[src/hw/rtl/dtt_pkg.sv]
// ============================================================================
// dtt_pkg: shared types and constants of the deadline timer table
// Field widths, result and request codes, the stored entry layout and the
// sequencer state type.
// ============================================================================
`default_nettype none

package dtt_pkg;

    // Sizes
    localparam int TimerSlots = 16;
    localparam int MaxExpire  = 16;
    localparam int DlW        = 49;
    localparam int NowW       = 48;
    localparam int IvlW       = 32;
    localparam int NtoW       = 32;
    localparam int ExpCntW    = $clog2(MaxExpire + 1);
    localparam int FireIdxW   = $clog2(MaxExpire);

    // Request codes
    localparam logic [1:0] REQ_ADD = 2'd0;
    localparam logic [1:0] REQ_DEL = 2'd1;
    localparam logic [1:0] REQ_CHK = 2'd2;

    // Result kinds
    localparam logic [1:0] KIND_ADD_ACK = 2'd0;
    localparam logic [1:0] KIND_DEL_ACK = 2'd1;
    localparam logic [1:0] KIND_EXPIRED = 2'd2;
    localparam logic [1:0] KIND_DONE    = 2'd3;

    // Status codes
    localparam logic [1:0] ST_OK        = 2'd0;
    localparam logic [1:0] ST_NOT_FOUND = 2'd1;
    localparam logic [1:0] ST_FULL      = 2'd2;

    // One stored timer
    typedef struct packed {
        logic [DlW-1:0]  deadline;
        logic [DlW-1:0]  handle;
        logic [IvlW-1:0] interval;
        logic            periodic;
    } t_entry;

    // Sequencer states
    typedef enum logic [3:0] {
        S_IDLE,
        S_FULL,
        S_UNQ_SCAN,
        S_ADD_WR,
        S_DEL_SCAN,
        S_DEL_ACK,
        S_CHK_SCAN,
        S_CHK_EMIT,
        S_NXT_SCAN,
        S_NXT_CALC,
        S_RA_RD,
        S_RA_LD,
        S_RA_WR,
        S_DONE
    } t_state;

endpackage

`default_nettype wire

[src/hw/rtl/dtt_ram.sv]
// ============================================================================
// dtt_ram: generic single-clock RAM
// One write port, one read port, read data registered.
// ============================================================================
`default_nettype none

module dtt_ram #(
    parameter int WIDTH = $bits(dtt_pkg::t_entry),
    parameter int DEPTH = dtt_pkg::TimerSlots
) (
    input  wire logic                     i_clk,
    input  wire logic                     i_we,
    input  wire logic [$clog2(DEPTH)-1:0] i_waddr,
    input  wire logic [WIDTH-1:0]         i_wdata,
    input  wire logic [$clog2(DEPTH)-1:0] i_raddr,
    output logic      [WIDTH-1:0]         o_rdata
);

    logic [WIDTH-1:0] r_mem [DEPTH];

    // Write, then register the read word
    always_ff @(posedge i_clk) begin
        if (i_we) begin
            r_mem[i_waddr] <= i_wdata;
        end
        o_rdata <= r_mem[i_raddr];
    end

endmodule

`default_nettype wire

[src/hw/rtl/deadline_timer_table_top.sv]
// ============================================================================
// deadline_timer_table_top: table of pending timers keyed by deadline
// Add, delete and expiry check on a RAM of timer entries, one slot per cycle.
// ============================================================================
//
//  channel | direction | handshake                  | payload
//  --------+-----------+----------------------------+---------------------------
//  in      | in        | i_in_valid / o_in_stall    | req_type now_ms interval
//          |           |                            | periodic timer_id
//  out     | out       | o_out_valid / i_out_stall  | kind status result_id
//          |           |                            | was_periodic next_timeout last
//
//  One item at a time. A scan issues one RAM read per slot; read data is
//  registered. Add: a scan per key collision plus one, then a write. Delete:
//  one scan. Check: a scan per expired timer, one more unless MaxExpire fired,
//  one for the next deadline; per re-armed timer a read, load, key scans, write.
//  Reset clears the valid bits and control state; the RAM needs no clearing.
//  A stalled output holds the sequencer wherever it has a result to hand over.
// ============================================================================
`default_nettype none

module deadline_timer_table_top #(
    parameter int TIMER_SLOTS = dtt_pkg::TimerSlots
) (
    input  wire logic        i_clk,
    input  wire logic        i_rst_n,
    input  wire logic        i_in_valid,
    output logic             o_in_stall,
    input  wire logic [1:0]  i_req_type,
    input  wire logic [47:0] i_now_ms,
    input  wire logic [31:0] i_interval,
    input  wire logic        i_periodic,
    input  wire logic [48:0] i_timer_id,
    output logic             o_out_valid,
    input  wire logic        i_out_stall,
    output logic [1:0]       o_kind,
    output logic [1:0]       o_status,
    output logic [48:0]      o_result_id,
    output logic             o_was_periodic,
    output logic [31:0]      o_next_timeout,
    output logic             o_last
);

    localparam int              IW      = $clog2(TIMER_SLOTS);
    localparam int              EW      = $bits(dtt_pkg::t_entry);
    localparam int              CW      = dtt_pkg::ExpCntW;
    localparam int              FW      = dtt_pkg::FireIdxW;
    localparam int              DW      = dtt_pkg::DlW;
    localparam logic [IW:0]     SlotCnt = (IW+1)'(TIMER_SLOTS);
    localparam logic [IW-1:0]   LastIdx = IW'(TIMER_SLOTS - 1);
    localparam logic [CW-1:0]   ExpMax  = CW'(dtt_pkg::MaxExpire);

    dtt_pkg::t_state r_state, n_state;

    logic [TIMER_SLOTS-1:0] r_valid, n_valid;
    logic [47:0]            r_now, n_now;
    logic [31:0]            r_ivl, n_ivl;
    logic                   r_per, n_per;
    logic [DW-1:0]          r_tid, n_tid;
    logic [DW-1:0]          r_key, n_key;
    logic [IW:0]            r_iss, n_iss;
    logic                   r_chk, n_chk;
    logic [IW-1:0]          r_cidx, n_cidx;
    logic                   r_hit, n_hit;
    logic                   r_ffound, n_ffound;
    logic [IW-1:0]          r_free, n_free;
    logic [DW-1:0]          r_best, n_best;
    logic [IW-1:0]          r_bidx, n_bidx;
    logic                   r_bper, n_bper;
    logic [CW-1:0]          r_nfired, n_nfired;
    logic [CW-1:0]          r_nper, n_nper;
    logic [CW-1:0]          r_ridx, n_ridx;
    logic [IW-1:0]          r_fired [dtt_pkg::MaxExpire];
    logic [IW-1:0]          n_fired [dtt_pkg::MaxExpire];
    logic                   r_rearm, n_rearm;
    dtt_pkg::t_entry        r_ent, n_ent;
    logic [31:0]            r_nto, n_nto;

    logic                   r_o_valid, n_o_valid;
    logic [1:0]             r_o_kind, n_o_kind;
    logic [1:0]             r_o_status, n_o_status;
    logic [DW-1:0]          r_o_id, n_o_id;
    logic                   r_o_per, n_o_per;
    logic [31:0]            r_o_nto, n_o_nto;
    logic                   r_o_last, n_o_last;

    // RAM ports
    logic                   ram_we;
    logic [IW-1:0]          ram_waddr;
    dtt_pkg::t_entry        ram_wdata;
    logic [IW-1:0]          ram_raddr;
    dtt_pkg::t_entry        ram_rdata;
    logic [EW-1:0]          ram_rword;

    // Scan status
    logic                   in_xfer;
    logic                   out_free;
    logic                   is_scan;
    logic                   scan_end;
    logic                   cur_v;
    logic                   unq_hit;
    logic                   del_hit;
    logic                   due_hit;
    logic                   nxt_hit;
    logic                   tbl_full;
    logic [DW-1:0]          nto_diff;

    dtt_ram #(
        .WIDTH (EW),
        .DEPTH (TIMER_SLOTS)
    ) u_ram (
        .i_clk   (i_clk),
        .i_we    (ram_we),
        .i_waddr (ram_waddr),
        .i_wdata (ram_wdata),
        .i_raddr (ram_raddr),
        .o_rdata (ram_rword)
    );

    assign ram_rdata = dtt_pkg::t_entry'(ram_rword);

    // Handshake status
    assign o_in_stall = (r_state != dtt_pkg::S_IDLE);
    assign in_xfer    = i_in_valid && !o_in_stall;
    assign out_free   = !r_o_valid || !i_out_stall;
    assign tbl_full   = &r_valid;

    // Per-slot compares on the word returned by the RAM
    assign is_scan  = (r_state == dtt_pkg::S_UNQ_SCAN) || (r_state == dtt_pkg::S_DEL_SCAN)
                   || (r_state == dtt_pkg::S_CHK_SCAN) || (r_state == dtt_pkg::S_NXT_SCAN);
    assign scan_end = r_chk && (r_cidx == LastIdx);
    assign cur_v    = r_chk && r_valid[r_cidx];
    assign unq_hit  = cur_v && (ram_rdata.deadline == r_key);
    assign del_hit  = cur_v && !r_hit
                   && ((ram_rdata.handle == r_tid) || (ram_rdata.deadline == r_tid));
    assign due_hit  = cur_v && (ram_rdata.deadline <= {1'b0, r_now})
                   && (!r_hit || (ram_rdata.deadline < r_best));
    assign nxt_hit  = cur_v && (!r_hit || (ram_rdata.deadline < r_best));
    assign nto_diff = r_best - {1'b0, r_now};

    // Next state
    always_comb begin
        n_state = r_state;
        case (r_state)
            dtt_pkg::S_IDLE: begin
                if (in_xfer) begin
                    case (i_req_type)
                        dtt_pkg::REQ_ADD: n_state = tbl_full ? dtt_pkg::S_FULL
                                                             : dtt_pkg::S_UNQ_SCAN;
                        dtt_pkg::REQ_DEL: n_state = dtt_pkg::S_DEL_SCAN;
                        dtt_pkg::REQ_CHK: n_state = dtt_pkg::S_CHK_SCAN;
                        default:          n_state = dtt_pkg::S_IDLE;
                    endcase
                end
            end
            dtt_pkg::S_FULL, dtt_pkg::S_ADD_WR, dtt_pkg::S_DEL_ACK, dtt_pkg::S_DONE: begin
                if (out_free) begin
                    n_state = dtt_pkg::S_IDLE;
                end
            end
            dtt_pkg::S_UNQ_SCAN: begin
                if (scan_end && !(r_hit || unq_hit)) begin
                    n_state = r_rearm ? dtt_pkg::S_RA_WR : dtt_pkg::S_ADD_WR;
                end
            end
            dtt_pkg::S_DEL_SCAN: begin
                if (scan_end) begin
                    n_state = dtt_pkg::S_DEL_ACK;
                end
            end
            dtt_pkg::S_CHK_SCAN: begin
                if (scan_end) begin
                    n_state = (r_hit || due_hit) ? dtt_pkg::S_CHK_EMIT : dtt_pkg::S_NXT_SCAN;
                end
            end
            dtt_pkg::S_CHK_EMIT: begin
                if (out_free) begin
                    n_state = (r_nfired + CW'(1) == ExpMax) ? dtt_pkg::S_NXT_SCAN
                                                            : dtt_pkg::S_CHK_SCAN;
                end
            end
            dtt_pkg::S_NXT_SCAN: begin
                if (scan_end) begin
                    n_state = dtt_pkg::S_NXT_CALC;
                end
            end
            dtt_pkg::S_NXT_CALC: begin
                n_state = (r_nper != '0) ? dtt_pkg::S_RA_RD : dtt_pkg::S_DONE;
            end
            dtt_pkg::S_RA_RD: n_state = dtt_pkg::S_RA_LD;
            dtt_pkg::S_RA_LD: n_state = dtt_pkg::S_UNQ_SCAN;
            dtt_pkg::S_RA_WR: begin
                n_state = (r_ridx + CW'(1) == r_nper) ? dtt_pkg::S_DONE : dtt_pkg::S_RA_RD;
            end
            default: n_state = dtt_pkg::S_IDLE;
        endcase
    end

    // Datapath, RAM ports and result register
    always_comb begin
        n_valid   = r_valid;
        n_now     = r_now;
        n_ivl     = r_ivl;
        n_per     = r_per;
        n_tid     = r_tid;
        n_key     = r_key;
        n_hit     = r_hit;
        n_ffound  = r_ffound;
        n_free    = r_free;
        n_best    = r_best;
        n_bidx    = r_bidx;
        n_bper    = r_bper;
        n_nfired  = r_nfired;
        n_nper    = r_nper;
        n_ridx    = r_ridx;
        n_fired   = r_fired;
        n_rearm   = r_rearm;
        n_ent     = r_ent;
        n_nto     = r_nto;

        n_o_valid  = r_o_valid && i_out_stall;
        n_o_kind   = r_o_kind;
        n_o_status = r_o_status;
        n_o_id     = r_o_id;
        n_o_per    = r_o_per;
        n_o_nto    = r_o_nto;
        n_o_last   = r_o_last;

        ram_we    = 1'b0;
        ram_waddr = r_free;
        ram_wdata = '{deadline: r_key, handle: r_key, interval: r_ivl, periodic: r_per};
        ram_raddr = r_fired[r_ridx[FW-1:0]];

        // Issue one slot read per cycle while scanning
        if (is_scan) begin
            ram_raddr = r_iss[IW-1:0];
            n_chk     = (r_iss != SlotCnt);
            n_iss     = r_iss + (IW+1)'(r_iss != SlotCnt);
            n_cidx    = r_iss[IW-1:0];
        end else begin
            n_chk     = 1'b0;
            n_iss     = '0;
            n_cidx    = r_cidx;
        end

        case (r_state)
            dtt_pkg::S_IDLE: begin
                // Capture the item
                if (in_xfer) begin
                    n_now    = i_now_ms;
                    n_ivl    = i_interval;
                    n_per    = i_periodic;
                    n_tid    = i_timer_id;
                    n_key    = {1'b0, i_now_ms} + DW'(i_interval);
                    n_hit    = 1'b0;
                    n_ffound = 1'b0;
                    n_nfired = '0;
                    n_nper   = '0;
                    n_ridx   = '0;
                    n_rearm  = 1'b0;
                end
            end
            dtt_pkg::S_FULL: begin
                if (out_free) begin
                    n_o_valid  = 1'b1;
                    n_o_kind   = dtt_pkg::KIND_ADD_ACK;
                    n_o_status = dtt_pkg::ST_FULL;
                    n_o_id     = '0;
                    n_o_per    = 1'b0;
                    n_o_nto    = '0;
                    n_o_last   = 1'b1;
                end
            end
            dtt_pkg::S_UNQ_SCAN: begin
                // Look for a key collision, note the first free slot
                if (unq_hit) begin
                    n_hit = 1'b1;
                end
                if (r_chk && !r_valid[r_cidx] && !r_ffound) begin
                    n_ffound = 1'b1;
                    n_free   = r_cidx;
                end
                // Bump the key and rescan on a collision
                if (scan_end && (r_hit || unq_hit)) begin
                    n_key = r_key + DW'(1);
                    n_hit = 1'b0;
                    n_iss = '0;
                    n_chk = 1'b0;
                end
            end
            dtt_pkg::S_ADD_WR: begin
                if (out_free) begin
                    ram_we           = 1'b1;
                    n_valid[r_free]  = 1'b1;
                    n_o_valid        = 1'b1;
                    n_o_kind         = dtt_pkg::KIND_ADD_ACK;
                    n_o_status       = dtt_pkg::ST_OK;
                    n_o_id           = r_key;
                    n_o_per          = 1'b0;
                    n_o_nto          = '0;
                    n_o_last         = 1'b1;
                end
            end
            dtt_pkg::S_DEL_SCAN: begin
                // Keep the lowest matching slot
                if (del_hit) begin
                    n_hit  = 1'b1;
                    n_free = r_cidx;
                end
            end
            dtt_pkg::S_DEL_ACK: begin
                if (out_free) begin
                    if (r_hit) begin
                        n_valid[r_free] = 1'b0;
                    end
                    n_o_valid  = 1'b1;
                    n_o_kind   = dtt_pkg::KIND_DEL_ACK;
                    n_o_status = r_hit ? dtt_pkg::ST_OK : dtt_pkg::ST_NOT_FOUND;
                    n_o_id     = '0;
                    n_o_per    = 1'b0;
                    n_o_nto    = '0;
                    n_o_last   = 1'b1;
                end
            end
            dtt_pkg::S_CHK_SCAN: begin
                // Track the earliest due timer
                if (due_hit) begin
                    n_hit  = 1'b1;
                    n_best = ram_rdata.deadline;
                    n_bidx = r_cidx;
                    n_bper = ram_rdata.periodic;
                end
                // Rewind the read counter for the scan that follows
                if (scan_end) begin
                    n_hit = 1'b0;
                    n_iss = '0;
                end
            end
            dtt_pkg::S_CHK_EMIT: begin
                // Emit and drop the expired timer, remember it for re-arm if periodic
                if (out_free) begin
                    n_valid[r_bidx] = 1'b0;
                    n_nfired        = r_nfired + CW'(1);
                    if (r_bper) begin
                        n_fired[r_nper[FW-1:0]] = r_bidx;
                        n_nper                  = r_nper + CW'(1);
                    end
                    n_hit      = 1'b0;
                    n_o_valid  = 1'b1;
                    n_o_kind   = dtt_pkg::KIND_EXPIRED;
                    n_o_status = dtt_pkg::ST_OK;
                    n_o_id     = r_best;
                    n_o_per    = r_bper;
                    n_o_nto    = '0;
                    n_o_last   = 1'b0;
                end
            end
            dtt_pkg::S_NXT_SCAN: begin
                // Track the nearest remaining deadline
                if (nxt_hit) begin
                    n_hit  = 1'b1;
                    n_best = ram_rdata.deadline;
                end
            end
            dtt_pkg::S_NXT_CALC: begin
                // Time to it, saturated to 32 bits
                if (r_hit && (r_best > {1'b0, r_now})) begin
                    n_nto = (nto_diff[DW-1:dtt_pkg::NtoW] != '0) ? '1
                                                                 : nto_diff[31:0];
                end else begin
                    n_nto = '0;
                end
            end
            dtt_pkg::S_RA_LD: begin
                // Hold the fired entry, form its new key
                n_ent   = ram_rdata;
                n_key   = {1'b0, r_now} + DW'(ram_rdata.interval);
                n_hit   = 1'b0;
                n_rearm = 1'b1;
            end
            dtt_pkg::S_RA_WR: begin
                ram_we    = 1'b1;
                ram_waddr = r_fired[r_ridx[FW-1:0]];
                ram_wdata = '{deadline: r_key, handle: r_ent.handle,
                              interval: r_ent.interval, periodic: r_ent.periodic};
                n_valid[r_fired[r_ridx[FW-1:0]]] = 1'b1;
                n_ridx    = r_ridx + CW'(1);
            end
            dtt_pkg::S_DONE: begin
                if (out_free) begin
                    n_o_valid  = 1'b1;
                    n_o_kind   = dtt_pkg::KIND_DONE;
                    n_o_status = dtt_pkg::ST_OK;
                    n_o_id     = '0;
                    n_o_per    = 1'b0;
                    n_o_nto    = r_nto;
                    n_o_last   = 1'b1;
                end
            end
            default: begin
            end
        endcase
    end

    // Control registers
    always_ff @(posedge i_clk) begin
        if (!i_rst_n) begin
            r_state   <= dtt_pkg::S_IDLE;
            r_valid   <= '0;
            r_o_valid <= 1'b0;
            r_chk     <= 1'b0;
            r_iss     <= '0;
        end else begin
            r_state   <= n_state;
            r_valid   <= n_valid;
            r_o_valid <= n_o_valid;
            r_chk     <= n_chk;
            r_iss     <= n_iss;
        end
    end

    // Payload registers
    always_ff @(posedge i_clk) begin
        r_now      <= n_now;
        r_ivl      <= n_ivl;
        r_per      <= n_per;
        r_tid      <= n_tid;
        r_key      <= n_key;
        r_cidx     <= n_cidx;
        r_hit      <= n_hit;
        r_ffound   <= n_ffound;
        r_free     <= n_free;
        r_best     <= n_best;
        r_bidx     <= n_bidx;
        r_bper     <= n_bper;
        r_nfired   <= n_nfired;
        r_nper     <= n_nper;
        r_ridx     <= n_ridx;
        r_fired    <= n_fired;
        r_rearm    <= n_rearm;
        r_ent      <= n_ent;
        r_nto      <= n_nto;
        r_o_kind   <= n_o_kind;
        r_o_status <= n_o_status;
        r_o_id     <= n_o_id;
        r_o_per    <= n_o_per;
        r_o_nto    <= n_o_nto;
        r_o_last   <= n_o_last;
    end

    assign o_out_valid    = r_o_valid;
    assign o_kind         = r_o_kind;
    assign o_status       = r_o_status;
    assign o_result_id    = r_o_id;
    assign o_was_periodic = r_o_per;
    assign o_next_timeout = r_o_nto;
    assign o_last         = r_o_last;

    // Checks
    a_add_slot_free: assert property (@(posedge i_clk) disable iff (!i_rst_n)
        (r_state == dtt_pkg::S_ADD_WR) |-> (r_ffound && !r_valid[r_free]))
        else $error("add writes into an occupied slot");

    a_fired_bound: assert property (@(posedge i_clk) disable iff (!i_rst_n)
        (r_state != dtt_pkg::S_IDLE) |-> (r_nper <= r_nfired && r_nfired <= ExpMax))
        else $error("expiry counters out of range");

    a_rearm_idx: assert property (@(posedge i_clk) disable iff (!i_rst_n)
        (r_state == dtt_pkg::S_RA_WR) |-> (r_ridx < r_nper))
        else $error("re-arm index past fired list");

    a_done_last: assert property (@(posedge i_clk) disable iff (!i_rst_n)
        (o_out_valid && o_kind == dtt_pkg::KIND_EXPIRED) |-> !o_last)
        else $error("expired timer marked as final result");

endmodule

`default_nettype wire

[config.mk]
export PLATFORM = sky130hd
export DESIGN_NAME = deadline_timer_table_top
export DESIGN_NICKNAME = d
export VERILOG_FILES = /design/src/hw/rtl/dtt_pkg.sv /design/src/hw/rtl/dtt_ram.sv /design/src/hw/rtl/deadline_timer_table_top.sv
export SDC_FILE = /design/constraint.sdc
export NUM_CORES = 2
export LEC_CHECK = 0
export ABC_AREA = 1
export BUFFER_PORTS_ARGS = -buffer_cell sky130_fd_sc_hd__buf_2
export CORE_ASPECT_RATIO = 2
export CORE_MARGIN = 1.5
export CORE_UTILIZATION = 35
export CTS_CLUSTER_DIAMETER = 50
export DETAILED_ROUTE_END_ITERATION = 8
export PLACE_DENSITY_LB_ADDON = 0.05
export SLEW_MARGIN = 0
export SYNTH_ARGS = -nofsm -noshare
export SYNTH_HDL_FRONTEND = slang
export SYNTH_SLANG_ARGS = --single-unit
[constraint.sdc]
create_clock -name i_clk -period 21.5 [get_ports i_clk]
set_input_delay 4.3 -clock i_clk [delete_from_list [all_inputs] [get_ports i_clk]]
set_output_delay 4.3 -clock i_clk [all_outputs]
set_load 0.01 [all_outputs]
=== Word-level counts from Yosys, hierarchy flattened ===
Memories as Yosys holds them, arrays and structs flattened. A register that Yosys moved wholly into a read port is not among the register bits.
Cells that the tools add are included.
Widths: inputs -> output; s select.

* Flip-flop bits (word level): 551
* Bits in latches: 0
* RAM bits: 2,096
* Bits in read-only memories: 0
* Input bits: 136
* Output and inout port bits: 89
* Logic and storage cells: 300
* Memories: 1

* Add/sub/neg operators: 8
* Multiply operators: 0
* Divide/modulo/power cells: 0
* Magnitude comparators: 13
* Eq/ne operators: 46
* Shifts and indexed selects: 0
* Muxes and demuxes: 98
* Bitwise gates (word level): 8
* Reduce and logical (&&, ||, !) cells: 79

{| class="wikitable"
|+ Memories
! memory !! depth !! bits a word !! read ports !! clocked after Yosys merged registers in !! write ports !! line !! text
|-
| u_ram.r_mem || 16 || 131 || 1 || 1 || 1 || dtt_ram.sv:19 || <nowiki>logic [WIDTH-1:0] r_mem [DEPTH];</nowiki>
|}

{| class="wikitable"
|+ Operator list
! kind !! count
|-
| $mux 49 || 7
|-
| $pmux 49 s3 || 2
|-
| $eq 49x49->1 || 3
|-
| $add 48x32->49 || 2
|-
| $pmux 49 s2 || 1
|-
| $mux 32 || 3
|-
| $mux 82 || 1
|-
| $mux 4 || 17
|-
| $bwmux 64 || 1
|-
| $mux 16 || 4
|-
| $pmux 16 s4 || 1
|-
| $pmux 32 s2 || 1
|-
| $add 49x1->49 const B || 1
|-
| $gt 49x48->1 || 1
|-
| $le 49x48->1 || 1
|-
| $lt 49x49->1 || 1
|-
| $sub 49x48->49 || 1
|-
| $pmux 4 s11 || 1
|-
| $pmux 5 s2 || 4
|-
| $mux 5 || 7
|-
| $and 16x16->16 || 2
|-
| $not 16->16 || 2
|-
| $or 16x16->16 || 2
|-
| $eq 4x4->1 const B || 7
|-
| 53 further kinds || 179
|}

=== Depth between registers and ports, before layout ===
* Depth in word-level cells: 10
* Mapped depth: 21
* Mapped depth without buffers: 20

=== Hierarchy ===
Synthesis repeated with hierarchy kept, for this count alone.

* Cells, all modules: 12,601
* Area, all modules: 126,739.1 µm²

{| class="wikitable"
|+ Modules (own cells, without submodules)
! module !! instances !! cells each !! area an instance (µm²) !! sequential area each (µm²)
|-
| dtt_ram || 1 || 7,982 || 89,774.9 || 65,562.9
|-
| deadline_timer_table_top || 1 || 4,619 || 36,964.2 || 16,275.6
|}

=== Least setup slack after synthesis ===
OpenSTA, ideal clock, no wires.

* Path kind: input port to flip-flop
* Start point: in i_out_stall
* End point: mem u_ram.r_mem[15][0] in the netlist's numbering (enable)
* Setup time: 782 ps
* Arrival time: 14,106 ps
* Data required time: 20,718 ps
* Setup slack: 6,612 ps
* Cell stages on the path: 7
* Buffers on the path: 0
* Cell sequence: nand2_1 > clkinv_1 > o21ai_0 > inv_1 > nor2_1 > inv_1 > nor3_1

* Word-level cells in the longest chain between the ends: 6

{| class="wikitable"
|+ Ends and longest elaborated chain
! item !! line !! text
|-
| from (decl) || deadline_timer_table_top.sv:35 || <nowiki>input wire logic i_out_stall,</nowiki>
|-
| $logic_not 1->1 || deadline_timer_table_top.sv:125 || <nowiki>assign out_free = !r_o_valid || !i_out_stall;</nowiki>
|-
| $logic_or 1x1->1 || deadline_timer_table_top.sv:125 ||
|-
| $mux 1 || deadline_timer_table_top.sv:292 || <nowiki>if (out_free) begin</nowiki>
|-
| $pmux 1 s2 || deadline_timer_table_top.sv:246 || <nowiki>case (r_state)</nowiki>
|-
| $mux 1 || dtt_ram.sv:23 || <nowiki>if (i_we) begin</nowiki>
|-
| $mux 1 (not written as such) || dtt_ram.sv:24 || <nowiki>r_mem[i_waddr] <= i_wdata;</nowiki>
|-
| to (decl) || dtt_ram.sv:19 ||
|}

No other way between the ends.

=== Final worst setup path ===
* Start point: in i_out_stall
* End point: mem u_ram.r_mem[6][54] in the netlist's numbering (enable)

The elaborated chain is that of the path after synthesis.

==> results by group <==
Status
  – Status: completed

STA
  – Fin. Hold Viols: 0
  – Fmax: 119 MHz
  – Max-slew violations: 0
  – Setup ws final: between 10 and 15 ns
  – RSZ-0062 raised after global routing: false
  – Final setup violation count: 0
  – Post-Route Skew: 0.0415 ns
  – Worst-margin pin slew: 1.38 ns
  – Fin Hold WS: 0.458 ns
  – Setup TNS Final: 0 ns
  – Min cycle time layout: between 8 and 9 ns
  – Period utilisation layout: 0.392
  – Normalized max-slew margin: 0.0723

Cells and area
  – Post-layout util: 0.396
  – Fin cells: 15800
  – Fin nets: 11300
  – Area grow syn2layout: 12.8%
  – Layout cells sized above 1: 0.0981

Synth
  – Top cells by count, synth: 2620 x edfxtp_1, 1466 x nor2_1, 1240 x nand2_1, 930 x nand3_1, 733 x inv_1
  – Synth top area share: 0.642
  – Cell accounting for the most synthesized area: edfxtp_1
  – Synthesis Warnings: 0
  – Register area share after synthesis: 0.668
  – Synth Area in Simple Gates: 0.161
  – Largest cells by area after synthesis: edfxtp_1 64%, nor2_1 4.5%, o211ai_1 4.2%, nand2_1 3.8%, nand3_1 3.8%
  – Async S/R FF share, synth: 0
  – Top_reg_cell synth: edfxtp_1
  – Post-Synth Adder-Cell Area: 0.0228
  – Largest family of logic cells by synthesized area: simple AND/OR/NAND/NOR gates
  – Mean area per synthesized cell: roughly 11 um2
  – Post-Synthesis Cells: 10800
  – Top-count cell post-synth: edfxtp_1
  – Synthesized Nets: 11100
  – Synth Area in Compound Gates: 0.0941
  – Syn Std Cell Area: 123000 um2
  – Synth Area in XOR/XNOR: 0.0121
  – Multiplexer share of the synthesized area: 0.0000816
  – Synth Register Bits: approximately 2800
  – Netlist cell types: 56
  – Number of enable flip-flop cells after synthesis: 2620

Clocking
  – H-Tree Depth: 5
  – CTS tree: built
  – CTS clk-pin slew, worst paths: about 0.06 ns
  – Post-CTS sizing: 0
  – Setup Fix Bufs, Post-CTS: 0
  – Latest clock arrival within the worst-skew pair: 0.91 ns
  – Bufs on Longest Clock Path: 4
  – Inserted Clock Buffers: around 280
  – CTS Sinks: 2778
  – Cts hold-fix bufs: 0
  – Clock Tree Root: clkbuf_16

Floorplanning
  – Core box area: ~350000 um2
  – Die H: roughly 840 um
  – Chip Width: between 400 and 500 um
  – Die area: 354000 um2
  – Placement Rows: 307
  – Ports: 225
  – Initial core utilization: 0.351

Global route
  – Largest net degree at the start of global routing: 182
  – Grt total ovfl: 0
  – Initial antenna violation count: 31
  – Gr usage total: 0.282
  – Number of global-route vias before repair: 86200
  – First-pass GRT wire length: 698000 um

Setup path
  – Worst path bufs/invs: 6
  – Crit path max-delay cell type: o21ai_0
  – Crit Reg-Reg Endpoint: u_ram.o_rdata[65]$_DFF_P_
  – WP data required: 22.00 ns
  – FF-to-FF path depth: 20
  – Worst EP arrival: 8.92 ns
  – Critical Path, Cell by Cell: buf_2 -> nand2_1 -> clkinv_1 -> o21ai_0 -> inv_1 -> nor3_1 -> nand2_1 -> inv_8 -> buf_4 -> buf_4
  – Worst R2R Start: r_state[1]$_SDFFE_PN0P_
  – Critical path launch point type: input pin
  – Crit path max-delay family: buffers and inverters
  – CP max stage delay: 0.78 ns
  – Worst R2R Setup Slack: approximately 13 ns
  – Maximum net fanout on the critical path: 64
  – CP Class: in -> reg
  – Worst Setup EP: u_ram.r_mem[6][54]$_DFFE_PP_
  – CP startpoint: i_out_stall
  – Worst setup EP type: register
  – Critical Path Stages: 10

Detailed routing
  – DRT iter0 DRCs: between 7000 and 8000
  – Drt total wl: 511000 um
  – Post-route ant nets: 0
  – Drt first pass iters: 6
  – # DRC: 0
  – DR WL/cell: 32.2 um
  – Via count: slightly below 90000
  – Vias per cell: 5.45

Power and ir drop
  – PD cells: 169 nW/um2
  – Leakage: 48.3 nW
  – Maximum VDD drop: 0.187 mV

Min path
  – Tightest Hold Check Type: reg -> reg
  – Hold Path Stages: 0

Place
  – IO Port Bufs: 224
  – Placer Congestion: around 0.97
  – Pre-CTS WS: 12.13 ns
  – Final HPWL DP: approximately 340000 um
  – Dpl cells: roughly 15000

Run
  – MaxCap Viol Count: 0
==> flip-flops by register name, summed over array words and instances, names as in the netlist, 2 cells and up <==
signal          flops
r_key              49
r_ivl              32
r_ridx              5
o_kind              2
r_nto              32
r_nper              5
u_ram.r_mem      2096
o_status            2
r_ent              82
r_nfired            5
r_state             4
r_best             49
u_ram.o_rdata     131
r_bidx              4
r_cidx              4
r_tid              49
r_fired            64
o_result_id        49
o_next_timeout     32
r_now              48
r_free              4
r_valid            16
r_iss               5
==> power breakdown <==
group | switching (mW) | internal, mW
clock | 2.21 | 2.79
combinational | 8.01 | 2.79
sequential | 0.616 | 6.99
total | 10.8 | 12.6
==> metal layers <==
layer | global-route usage | share of wire | up-vias
li1 | - | - | 38700
met1 | 0.316 | 0.37 | 43900
met4 | 0.177 | 0.071 | 4
met2 | 0.509 | 0.51 | 2918
met5 | 0 | 0.000063 | -
met3 | 0.0340 | 0.047 | 859
==> worst reg2reg max path: cells and delay by family, from the launching register on <==
family	cells	cell delay, ns
buffers and inverters	10	5.88
and+or+nand+nor	9	1.49
DFF	1	0.63
AOI/OAI and AO/OA	1	0.09
==> layout make-up <==
class / instances / area, um2
antenna: 14 / 35.0
clock buffer: 374 / 7880
clock inverter: 134 / 1230
fill: 33700 / 211000
inverter: 751 / 2950
multi-input combinational: 6716 / 35700
sequential: 2778 / 81800
tap: 4635 / 5800
timing repair buffer: 445 / 2890
==> kinds of logic (layout without fill, tap and decap cells) <==
family / Yosys count / after routing
AOI/OAI and AO/OA: 1889 / 1889
xor gates and xnor gates: 170 / 170
adders and majority gates: 222 / 222
buffers and inverters: 1257 / 1704
DFF: 2778 / 2778
muxes: 1 / 1
other: 0 / 14
and+or+nand+nor: 4434 / 4434
==> through the flow <==
| stage | total power [mW] | area, um2 |
|---|---|---|
| 2_1_floorplan | 13.9 | 123000 |
| 4_1_cts | 23.6 | 138000 |
| 3_5_place_dp | 18.6 | 129000 |
| 6_report | 23.4 | 138000 |
| 5_1_grt | 24.6 | 138000 |
| 3_3_place_gp | 18.5 | 129000 |
==> worst min-delay path by stage <==
stage	startpoint	to	slack [ns]
floorplan	u_ram.o_rdata[0]$_DFF_P_	r_bper$_DFFE_PP_	0.40
global placement	u_ram.o_rdata[71]$_DFF_P_	r_ent[71]$_DFFE_PP_	0.43
detailed placement	u_ram.o_rdata[71]$_DFF_P_	r_ent[71]$_DFFE_PP_	0.44
CTS	u_ram.o_rdata[71]$_DFF_P_	r_ent[71]$_DFFE_PP_	0.46
global route	u_ram.o_rdata[44]$_DFF_P_	r_ent[44]$_DFFE_PP_	0.47
finish	u_ram.o_rdata[45]$_DFF_P_	r_ent[45]$_DFFE_PP_	0.46
==> cells in the final DEF (no fill, tap or decap), drive strengths merged, types with 158 or more instances in the layout <==
cell type | Yosys | routed
edfxtp | 2620 | 2620
nor2 | 1476 | 1476
nand2 | 1242 | 1242
nand3 | 930 | 930
o21ai | 799 | 799
inv | 748 | 766
o211ai | 694 | 694
or2 | 563 | 563
buf | 294 | 445
clkbuf | 212 | 374
a21oi | 256 | 256
ha | 219 | 219
dfxtp | 158 | 158
Power figures use the tool's default switching activity.
